<file path="config.mk">
export PLATFORM = sky130hd
export DESIGN_NAME = dual_scale_serial_reader
export DESIGN_NICKNAME = d
export VERILOG_FILES = /design/src/rtl/core/dssr_pkg.sv /design/src/rtl/core/dssr_axis.sv /design/src/rtl/core/dual_scale_serial_reader.sv
export SDC_FILE = /design/constraint.sdc
export NUM_CORES = 1
export LEC_CHECK = 0
export BUFFER_PORTS_ARGS = -buffer_cell sky130_fd_sc_hd__buf_4
export CAP_MARGIN = 20
export CORE_ASPECT_RATIO = 1.4
export CORE_UTILIZATION = 50
export CTS_CLUSTER_DIAMETER = 60
export CTS_CLUSTER_SIZE = 24
export DETAILED_ROUTE_END_ITERATION = 12
export HOLD_SLACK_MARGIN = 0.02
export PLACE_DENSITY = 0.7
export SLEW_MARGIN = 10
export SYNTH_ARGS = -nofsm -noshare
export SYNTH_HDL_FRONTEND = slang
export SYNTH_SLANG_ARGS = --single-unit
</file>
<file path="constraint.sdc">
create_clock -name i_clk -period 5.1 [get_ports i_clk]
set_input_delay 1.02 -clock i_clk [delete_from_list [all_inputs] [get_ports i_clk]]
set_output_delay 1.02 -clock i_clk [all_outputs]
set_load 0.02 [all_outputs]
</file>
<file path="src/rtl/core/dssr_pkg.sv">
// Shared constants and types of the dual scale serial reader.
package dssr_pkg;

    // Defaults of the top level parameters
    localparam int FRAME_TICKS_DEF = 200;
    localparam int WORD_BITS_DEF   = 21;

    // Fixed field widths
    localparam int TICK_W      = 8;
    localparam int POS_W       = 26;
    localparam int RAW_W       = 21;
    localparam int ZERO_W      = 25;
    localparam int LIMIT_W     = 20;
    localparam int CFG_IDX_W   = 2;
    localparam int CFG_DATA_W  = 25;
    localparam int IN_TDATA_W  = 8;
    localparam int OUT_TDATA_W = 96;

    // Settle limit after reset
    localparam logic [LIMIT_W-1:0] LIMIT_RESET = 20'd5;

    // Phase of a tick inside its group of four
    typedef enum logic [1:0] {
        PH_RISE   = 2'd0,
        PH_SAMPLE = 2'd1,
        PH_IDLE   = 2'd2,
        PH_EVENT  = 2'd3
    } t_phase;

    // Configuration register indexes
    typedef enum logic [CFG_IDX_W-1:0] {
        CFG_X_ZERO = 2'd0,
        CFG_Z_ZERO = 2'd1,
        CFG_LIMIT  = 2'd2
    } t_cfg_idx;

endpackage

</file>
<file path="src/rtl/core/dssr_axis.sv">
// Position update of one scale axis: settle check and raw*10 - zero.
module dssr_axis
    import dssr_pkg::*;
#(
    parameter int WORD_BITS = WORD_BITS_DEF
) (
    input  logic [WORD_BITS-1:0] i_word,
    input  logic [WORD_BITS-1:0] i_prev,
    input  logic [ZERO_W-1:0]    i_zero,
    input  logic [LIMIT_W-1:0]   i_limit,
    input  logic [POS_W-1:0]     i_pos,
    output logic [POS_W-1:0]     o_pos
);

    localparam int DIFF_W = WORD_BITS + 1;
    localparam int CMP_W  = (DIFF_W > LIMIT_W) ? DIFF_W : LIMIT_W;

    logic signed [POS_W-1:0]  raw_ext;
    logic signed [POS_W-1:0]  zero_ext;
    logic signed [POS_W-1:0]  scaled;
    logic signed [POS_W-1:0]  pos_new;
    logic signed [DIFF_W-1:0] word_d;
    logic signed [DIFF_W-1:0] prev_d;
    logic signed [DIFF_W-1:0] diff;
    logic        [DIFF_W-1:0] mag;
    logic        [CMP_W-1:0]  mag_c;
    logic        [CMP_W-1:0]  limit_c;

    always_comb begin
        raw_ext  = $signed({{(POS_W-WORD_BITS){i_word[WORD_BITS-1]}}, i_word});
        zero_ext = $signed({{(POS_W-ZERO_W){i_zero[ZERO_W-1]}}, i_zero});
        // times ten as 8x + 2x, wrapping at the position width
        scaled   = (raw_ext <<< 3) + (raw_ext <<< 1);
        pos_new  = scaled - zero_ext;

        word_d   = $signed({i_word[WORD_BITS-1], i_word});
        prev_d   = $signed({i_prev[WORD_BITS-1], i_prev});
        diff     = prev_d - word_d;
        mag      = diff[DIFF_W-1] ? DIFF_W'(-diff) : DIFF_W'(diff);
        mag_c    = CMP_W'(mag);
        limit_c  = CMP_W'(i_limit);

        // accept the reading only when it moved less than the limit
        o_pos = (mag_c < limit_c) ? POS_W'(pos_new) : i_pos;
    end

endmodule

</file>
<file path="src/rtl/core/dual_scale_serial_reader.sv">
// Top level of the dual scale serial reader: tick sequencer, shift registers, output stage.
//
// Every input word is one timer tick carrying the sampled data lines of the X and Z
// scales; every accepted tick yields exactly one registered output word,
// and a new tick is taken in every cycle (one tick per clock sustained) as long as the
// output side keeps up. The rate is set by the single output register: the whole tick
// update (phase decode, shift, latch, settle check, raw*10 - zero) is done between the
// state registers and that register, and a full output register still takes a tick in
// the cycle its word is taken. Within a frame of FRAME_TICKS ticks each group of four
// ticks raises the shared scale clock, samples both lines and lowers the clock, then
// handles frame events. WORD_BITS bits arrive LSB first, the last one the sign; at the
// tick 4*WORD_BITS-1 the words latch, frame_done is flagged and each position takes
// raw*10 - zero only when the raw word moved less than settle_limit from the previous
// frame. At the frame end the latched words become the previous ones and the shift
// registers clear. Configuration writes land in one cycle and must be made while idle.
module dual_scale_serial_reader
    import dssr_pkg::*;
#(
    parameter int FRAME_TICKS = FRAME_TICKS_DEF,
    parameter int WORD_BITS   = WORD_BITS_DEF
) (
    input  logic                   i_clk,
    input  logic                   i_rst_n,

    // configuration write port
    input  logic                   i_cfg_wr_en,
    input  logic [CFG_IDX_W-1:0]   i_cfg_index,
    input  logic [CFG_DATA_W-1:0]  i_cfg_wdata,

    // tick input
    input  logic                   i_s_tvalid,
    output logic                   o_s_tready,
    input  logic [IN_TDATA_W-1:0]  i_s_tdata,   // x_data[0], z_data[1], zero pad

    // result output
    output logic                   o_m_tvalid,
    input  logic                   i_m_tready,
    output logic [OUT_TDATA_W-1:0] o_m_tdata,   // scale_clock[0], x_position[26:1],
                                                // z_position[52:27], x_raw[73:53],
                                                // z_raw[94:74], zero pad
    output logic [0:0]             o_m_tuser    // frame_done[0]
);

    localparam int TICK_NW = TICK_W + 1;
    localparam logic [TICK_NW-1:0] LATCH_TICK = TICK_NW'(4 * WORD_BITS);
    localparam logic [TICK_NW-1:0] END_TICK   = TICK_NW'(FRAME_TICKS);

    // configuration
    logic [ZERO_W-1:0]    r_x_zero;
    logic [ZERO_W-1:0]    r_z_zero;
    logic [LIMIT_W-1:0]   r_limit;

    // tick state
    logic [TICK_W-1:0]    r_tick,      n_tick;
    logic                 r_paused,    n_paused;
    logic                 r_clk,       n_clk;
    logic [WORD_BITS-1:0] r_x_shift,   n_x_shift;
    logic [WORD_BITS-1:0] r_z_shift,   n_z_shift;
    logic [WORD_BITS-1:0] r_x_latched, n_x_latched;
    logic [WORD_BITS-1:0] r_z_latched, n_z_latched;
    logic [WORD_BITS-1:0] r_x_prev,    n_x_prev;
    logic [WORD_BITS-1:0] r_z_prev,    n_z_prev;
    logic [POS_W-1:0]     r_x_pos,     n_x_pos;
    logic [POS_W-1:0]     r_z_pos,     n_z_pos;
    logic                 n_done;

    // output stage
    logic                   r_out_valid;
    logic [OUT_TDATA_W-1:0] r_out_data;
    logic                   r_out_done;
    logic [OUT_TDATA_W-1:0] n_out_data;

    logic                 in_fire;
    logic [TICK_NW-1:0]   tick_next;
    logic                 x_bit;
    logic                 z_bit;
    logic [POS_W-1:0]     x_upd_pos;
    logic [POS_W-1:0]     z_upd_pos;
    logic [POS_W-1:0]     x_raw_ext;
    logic [POS_W-1:0]     z_raw_ext;

    // take a tick whenever the output register is free or drains this cycle
    assign o_s_tready = !r_out_valid || i_m_tready;
    assign in_fire    = i_s_tvalid && o_s_tready;

    assign x_bit = i_s_tdata[0];
    assign z_bit = i_s_tdata[1];

    // candidate positions from the words that would latch on this tick
    dssr_axis #(.WORD_BITS(WORD_BITS)) u_x_axis (
        .i_word  (r_x_shift),
        .i_prev  (r_x_prev),
        .i_zero  (r_x_zero),
        .i_limit (r_limit),
        .i_pos   (r_x_pos),
        .o_pos   (x_upd_pos)
    );

    dssr_axis #(.WORD_BITS(WORD_BITS)) u_z_axis (
        .i_word  (r_z_shift),
        .i_prev  (r_z_prev),
        .i_zero  (r_z_zero),
        .i_limit (r_limit),
        .i_pos   (r_z_pos),
        .o_pos   (z_upd_pos)
    );

    always_comb begin
        n_paused    = r_paused;
        n_clk       = r_clk;
        n_x_shift   = r_x_shift;
        n_z_shift   = r_z_shift;
        n_x_latched = r_x_latched;
        n_z_latched = r_z_latched;
        n_x_prev    = r_x_prev;
        n_z_prev    = r_z_prev;
        n_x_pos     = r_x_pos;
        n_z_pos     = r_z_pos;
        n_done      = 1'b0;
        tick_next   = {1'b0, r_tick} + TICK_NW'(1);

        unique case (t_phase'(r_tick[1:0]))
            PH_RISE: begin
                if (!r_paused) n_clk = 1'b1;
            end
            PH_SAMPLE: begin
                // shift in LSB first, lower the scale clock
                if (!r_paused) begin
                    n_x_shift = {x_bit, r_x_shift[WORD_BITS-1:1]};
                    n_z_shift = {z_bit, r_z_shift[WORD_BITS-1:1]};
                    n_clk     = 1'b0;
                end
            end
            PH_IDLE: begin
            end
            PH_EVENT: begin
                // latch the words, hold the clock for the rest of the frame
                if (tick_next == LATCH_TICK) begin
                    n_x_latched = r_x_shift;
                    n_z_latched = r_z_shift;
                    n_paused    = 1'b1;
                    n_done      = 1'b1;
                    n_x_pos     = x_upd_pos;
                    n_z_pos     = z_upd_pos;
                end
                // frame end: keep the words for the settle check, restart
                if (tick_next >= END_TICK) begin
                    n_x_prev  = n_x_latched;
                    n_z_prev  = n_z_latched;
                    n_x_shift = '0;
                    n_z_shift = '0;
                    n_paused  = 1'b0;
                    tick_next = '0;
                end
            end
        endcase

        n_tick = tick_next[TICK_W-1:0];

        x_raw_ext  = {{(POS_W-WORD_BITS){n_x_latched[WORD_BITS-1]}}, n_x_latched};
        z_raw_ext  = {{(POS_W-WORD_BITS){n_z_latched[WORD_BITS-1]}}, n_z_latched};
        n_out_data = {1'b0, z_raw_ext[RAW_W-1:0], x_raw_ext[RAW_W-1:0],
                      n_z_pos, n_x_pos, n_clk};
    end

    always_ff @(posedge i_clk) begin
        if (!i_rst_n) begin
            r_x_zero <= '0;
            r_z_zero <= '0;
            r_limit  <= LIMIT_RESET;
        end else if (i_cfg_wr_en) begin
            unique case (t_cfg_idx'(i_cfg_index))
                CFG_X_ZERO: r_x_zero <= i_cfg_wdata[ZERO_W-1:0];
                CFG_Z_ZERO: r_z_zero <= i_cfg_wdata[ZERO_W-1:0];
                CFG_LIMIT:  r_limit  <= i_cfg_wdata[LIMIT_W-1:0];
                default: begin
                end
            endcase
        end
    end

    always_ff @(posedge i_clk) begin
        if (!i_rst_n) begin
            r_tick      <= '0;
            r_paused    <= 1'b0;
            r_clk       <= 1'b0;
            r_x_shift   <= '0;
            r_z_shift   <= '0;
            r_x_latched <= '0;
            r_z_latched <= '0;
            r_x_prev    <= '0;
            r_z_prev    <= '0;
            r_x_pos     <= '0;
            r_z_pos     <= '0;
        end else if (in_fire) begin
            r_tick      <= n_tick;
            r_paused    <= n_paused;
            r_clk       <= n_clk;
            r_x_shift   <= n_x_shift;
            r_z_shift   <= n_z_shift;
            r_x_latched <= n_x_latched;
            r_z_latched <= n_z_latched;
            r_x_prev    <= n_x_prev;
            r_z_prev    <= n_z_prev;
            r_x_pos     <= n_x_pos;
            r_z_pos     <= n_z_pos;
        end
    end

    // output register: valid is control, the word itself needs no reset
    always_ff @(posedge i_clk) begin
        if (!i_rst_n) begin
            r_out_valid <= 1'b0;
        end else if (in_fire) begin
            r_out_valid <= 1'b1;
        end else if (i_m_tready) begin
            r_out_valid <= 1'b0;
        end
    end

    always_ff @(posedge i_clk) begin
        if (in_fire) begin
            r_out_data <= n_out_data;
            r_out_done <= n_done;
        end
    end

    assign o_m_tvalid = r_out_valid;
    assign o_m_tdata  = r_out_data;
    assign o_m_tuser  = r_out_done;

endmodule

</file>
==> reports/results.tsv <==
stage	metric	value	unit
power_and_ir_drop	Power Dens Cells	220.1	nW/um^2
finish	share of cells above drive strength 1	20.92	%
clock_network	CTS root buf	clkbuf_16	
synthesis	Primary FF master, synth	dfxtp_1	
clock_network	worst-case clock buffer depth	3	
grt	first-pass GRT wire length	97370	um
power_and_ir_drop	Clock power frac	33.6	%
synthesis	Synth Warn #	0	
drt	routed wire length	61880	um
clock_network	Clock Latency Late Sink	0.59	ns
place	GP Congestion	0.9478	
finish	Final nets	3023	
floorplan	Die Y	248.4	um
clock_network	CTS tree	built	
drt	post-route ant nets	0	
clock_network	hold buffers post-CTS	0	
synthesis	Synth Instances	2538	
drt	via count	19000	
synthesis	Seq/Total Area, Yosys	37.20	%
power_and_ir_drop	Sw Ratio	28.05	%
floorplan	num ports	139	
grt	initial antenna violation count	0	
sta	Clock Skew	0.02946	ns
floorplan	Core Footprint	42430	sq um
floorplan	Starting Density	51.12	%
place	placed instance count	3288	
synthesis	top cells by area, synth	dfxtp_1 24%, edfxtp_1 13%, ha_1 8.0%, a21oi_1 6.5%, nand2_1 5.7%	
place	HPWL Detailed	45070	um
setup_path	Crit Path Max Fanout	6	
power_and_ir_drop	Lkg Pwr	10.91	nW
power_and_ir_drop	Max IR drop VDD	0.2459	mV
clock_network	H-tree levels	1	
sta	post-route setup slack	-0.1260	ns
setup_path	Arrival @ worst endpoint	5.56	ns
sta	Setup violations, final	26	
sta	f_max	191.4	MHz
finish	Cell Count, Final, Fillers Out	3361	
hold_path	Hold Startpoint	r_x_shift[20]$_SDFFE_PN0P_	
setup_path	worst r2r dst	o_m_tdata[33]$_DFFE_PP_	
drt	DRC viols	0	
drt	Iter 0 DRT Violations	959	
synthesis	largest area contributor in the netlist	dfxtp_1	
grt	global route overflow	0	
clock_network	Clk pin slew, worst setup/hold paths	0.09	ns
sta	Worst Max-Slew Pin Slew	1.199	ns
grt	routing usage on met2	48.54	%
synthesis	Unique masters post-synth	97	
run_status	failing checks	setup timing	
clock_network	clock sink count	355	
power_and_ir_drop	Logic pwr share	13.8	%
place	IO Port Bufs	131	
sta	RSZ-0062 raised after global routing	yes	
finish	final instance area	26240	sq um
setup_path	Worst Setup Start Kind	flip-flop	
power_and_ir_drop	power share of the sequential group	52.6	%
drt	detailed-route vias per instance	5.654	
setup_path	path depth of the worst reg2reg path	25	
grt	GR peak layer	met2	
setup_path	Worst setup EP type	flip-flop	
synthesis	number of synthesized flops with an enable pin	96	
hold_path	hold path depth	2	
setup_path	Setup CP Type	flip-flop to flip-flop	
setup_path	reg-to-reg startpoint	r_z_shift[1]$_SDFFE_PN0P_	
power_and_ir_drop	Psw	1.620	mW
sta	setup TNS	-2.361	ns
synthesis	share of flip-flops with an asynchronous set or reset	0	%
flow_run	maxcap violations	0	
synthesis	average size of a mapped cell	8.545	sq um
drt	Detailed Routing Iterations Pass 1	6	
drt	post-DR wirelength/cell	18.41	um
setup_path	R2R Setup Slk	-0.13	ns
sta	Final Cycle Share	102.5	%
run_status	status	complete, but fails checks	
synthesis	number of synthesized register bits	355	
sta	Final Hold Fails	0	
floorplan	die area	44230	sq um
grt	largest net degree at the start of global routing	173	
synthesis	Syn Nets	2760	
synthesis	Yosys top cell area share	23.91	%
grt	global-route usage over all layers	27.76	%
floorplan	placement row count	89	
finish	Synth-to-Final Area Change	20.99	%
setup_path	Crit path required time	5.44	ns
grt	number of global-route vias before repair	18470	
sta	Slew Limit Fails	0	
place	DP Area	24500	sq um
grt	GRT met3 Usage	2.263	%
clock_network	CTS buffer count	22	
sta	worst-case headroom to the max-slew limit	20.04	%
hold_path	Tightest Hold Check Type	flip-flop to flip-flop	
synthesis	Mapped Area	21690	sq um
hold_path	Worst Hold End	r_x_shift[20]$_SDFFE_PN0P_	
finish	Antenna diodes	0	
power_and_ir_drop	Internal Power	4.155	mW
floorplan	Die Wd	178.0	um
sta	post-layout min period	5.226	ns
grt	GRT met1 Usage	31.55	%
kinds of logic after synthesis:
| group | synth area share, % |
|---|---|
| AO/OA/AOI/OAI | 17.20 |
| buffers and inverters | 5.856 |
| AND/OR/NAND/NOR | 18.54 |
| flip-flops | 37.20 |
| adder cells (fa/ha/maj) | 12.02 |
| XOR/XNOR | 4.523 |
| multiplexers | 4.644 |
| other | 0.01729 |
Yosys cell counts, types with 37 or more instances:
master / count
nand4_1: 37
nand3_1: 70
clkbuf_1: 108
dfxtp_1: 259
inv_1: 182
nand2_1: 328
a211oi_1: 50
nor3_1: 70
a21o_1: 45
o21ai_0: 93
ha_1: 138
xnor2_1: 79
edfxtp_1: 96
nor2_1: 242
a21oi_1: 280
fa_1: 44
how the worst max path moves through the flow:
stage,end,from,slack (ns),cells after the start
floorplan,o_m_tdata[27]$_DFFE_PP_,r_z_shift[1]$_SDFFE_PN0P_,0.07,22
global placement,r_z_pos[0]$_SDFFE_PN0P_,r_z_prev[0]$_SDFFE_PN0P_,-0.54,25
detailed placement,r_z_pos[4]$_SDFFE_PN0P_,r_z_prev[0]$_SDFFE_PN0P_,-0.66,25
CTS,o_m_tdata[32]$_DFFE_PP_,r_z_shift[1]$_SDFFE_PN0P_,-0.08,25
global route,o_m_tdata[33]$_DFFE_PP_,r_z_shift[1]$_SDFFE_PN0P_,-0.36,26
finish,o_m_tdata[33]$_DFFE_PP_,r_z_shift[1]$_SDFFE_PN0P_,-0.13,25
area by class of cell:
class,count,area [sq um]
Sequential cell,355,8087
Multi-Input combinational cell,1863,12970
Clock buffer,24,579.3
Timing Repair Buffer,374,3068
Fill cell,3685,16190
Clock inverter,14,147.6
Inverter,185,704.4
Tap cell,546,683.2
flip-flops by register name, summed over array words and instances, names as in the netlist, named ones only:
name / count
r_x_zero: 25
r_paused: 1
r_limit: 20
r_z_pos: 26
r_x_pos: 26
o_m_tvalid: 1
o_m_tuser: 1
r_x_shift: 21
r_x_latched: 21
r_tick: 7
r_clk: 1
r_z_prev: 21
r_x_prev: 21
r_z_shift: 21
o_m_tdata: 95
r_z_zero: 25
r_z_latched: 21
cell usage in the layout (no fill, tap or decap), types with 42 or more instances in the layout:
cell      synthesis  final
o21ai_0          93     78
fa_1             44     42
nand3_1          70     65
nand2_1         328    326
dfxtp_1         259    246
nor2_1          242    238
inv_1           182    176
ha_1            138    129
edfxtp_1         96     96
buf_4             5    346
a211oi_1         50     47
xnor2_1          79     79
a21o_1           45     45
a21oi_1         280    274
nor3_1           70     67
power groups by stage:
stage | Combinational, mW | Sequential (mW) | Clock, mW
CTS | 0.795 | 3.04 | 1.98
global route | 0.876 | 3.05 | 2.08
floorplan | 0.476 | 3.15 | 0
global placement | 0.772 | 3.10 | 0
detailed placement | 0.786 | 3.10 | 0
finish | 0.799 | 3.04 | 1.94
per-layer routing:
metal | part of all wire [%] | vias to the layer above
li1 | - | 9321
met1 | 39 | 9054
met2 | 50 | 470
met3 | 3.5 | 158
met4 | 8.1 | 0
met5 | 0 | -
timing repair:
item	in CTS	in global routing
pin swaps	20	27
setup buffers	22	13
hold endpoints to repair	0	0
cloned	5	1
resized for setup	109	50
setup endpoints to repair	78	104
stage by stage:
stage	hold slack (ns)	setup slack, ns	total power [mW]	utilization, %
2_1_floorplan	0.4313	0.06829	3.629	-
3_3_place_gp	0.4391	-0.5407	3.871	57.75
3_5_place_dp	0.4467	-0.6608	3.887	57.75
4_1_cts	0.4598	-0.07948	5.813	61.21
5_1_grt	0.4763	-0.3574	6.004	61.85
6_report	0.4591	-0.1260	5.775	61.85
worst max-delay path: stages (launching register included):
cell	delay (ns)
dfxtp_2	0.35
inv_2	0.05
ha_4	0.20
nor2b_4	0.12
o31a_1	0.29
o2111ai_4	0.32
a21oi_2	0.08
nor4bb_1	0.15
a311o_1	0.34
buf_4	0.17
nand4b_1	0.29
o21ai_2	0.20
xnor2_1	0.15
ha_1	0.26
nand4_1	0.12
nor2_2	0.06
and3_1	0.16
a22o_1	0.23
nor4b_4	0.30
o31ai_2	0.13
nor2_1	0.14
buf_4	0.13
a22oi_2	0.06
buf_6	0.18
clkbuf_16	0.17
mux2_1	0.30
Power figures use the tool's default switching activity.
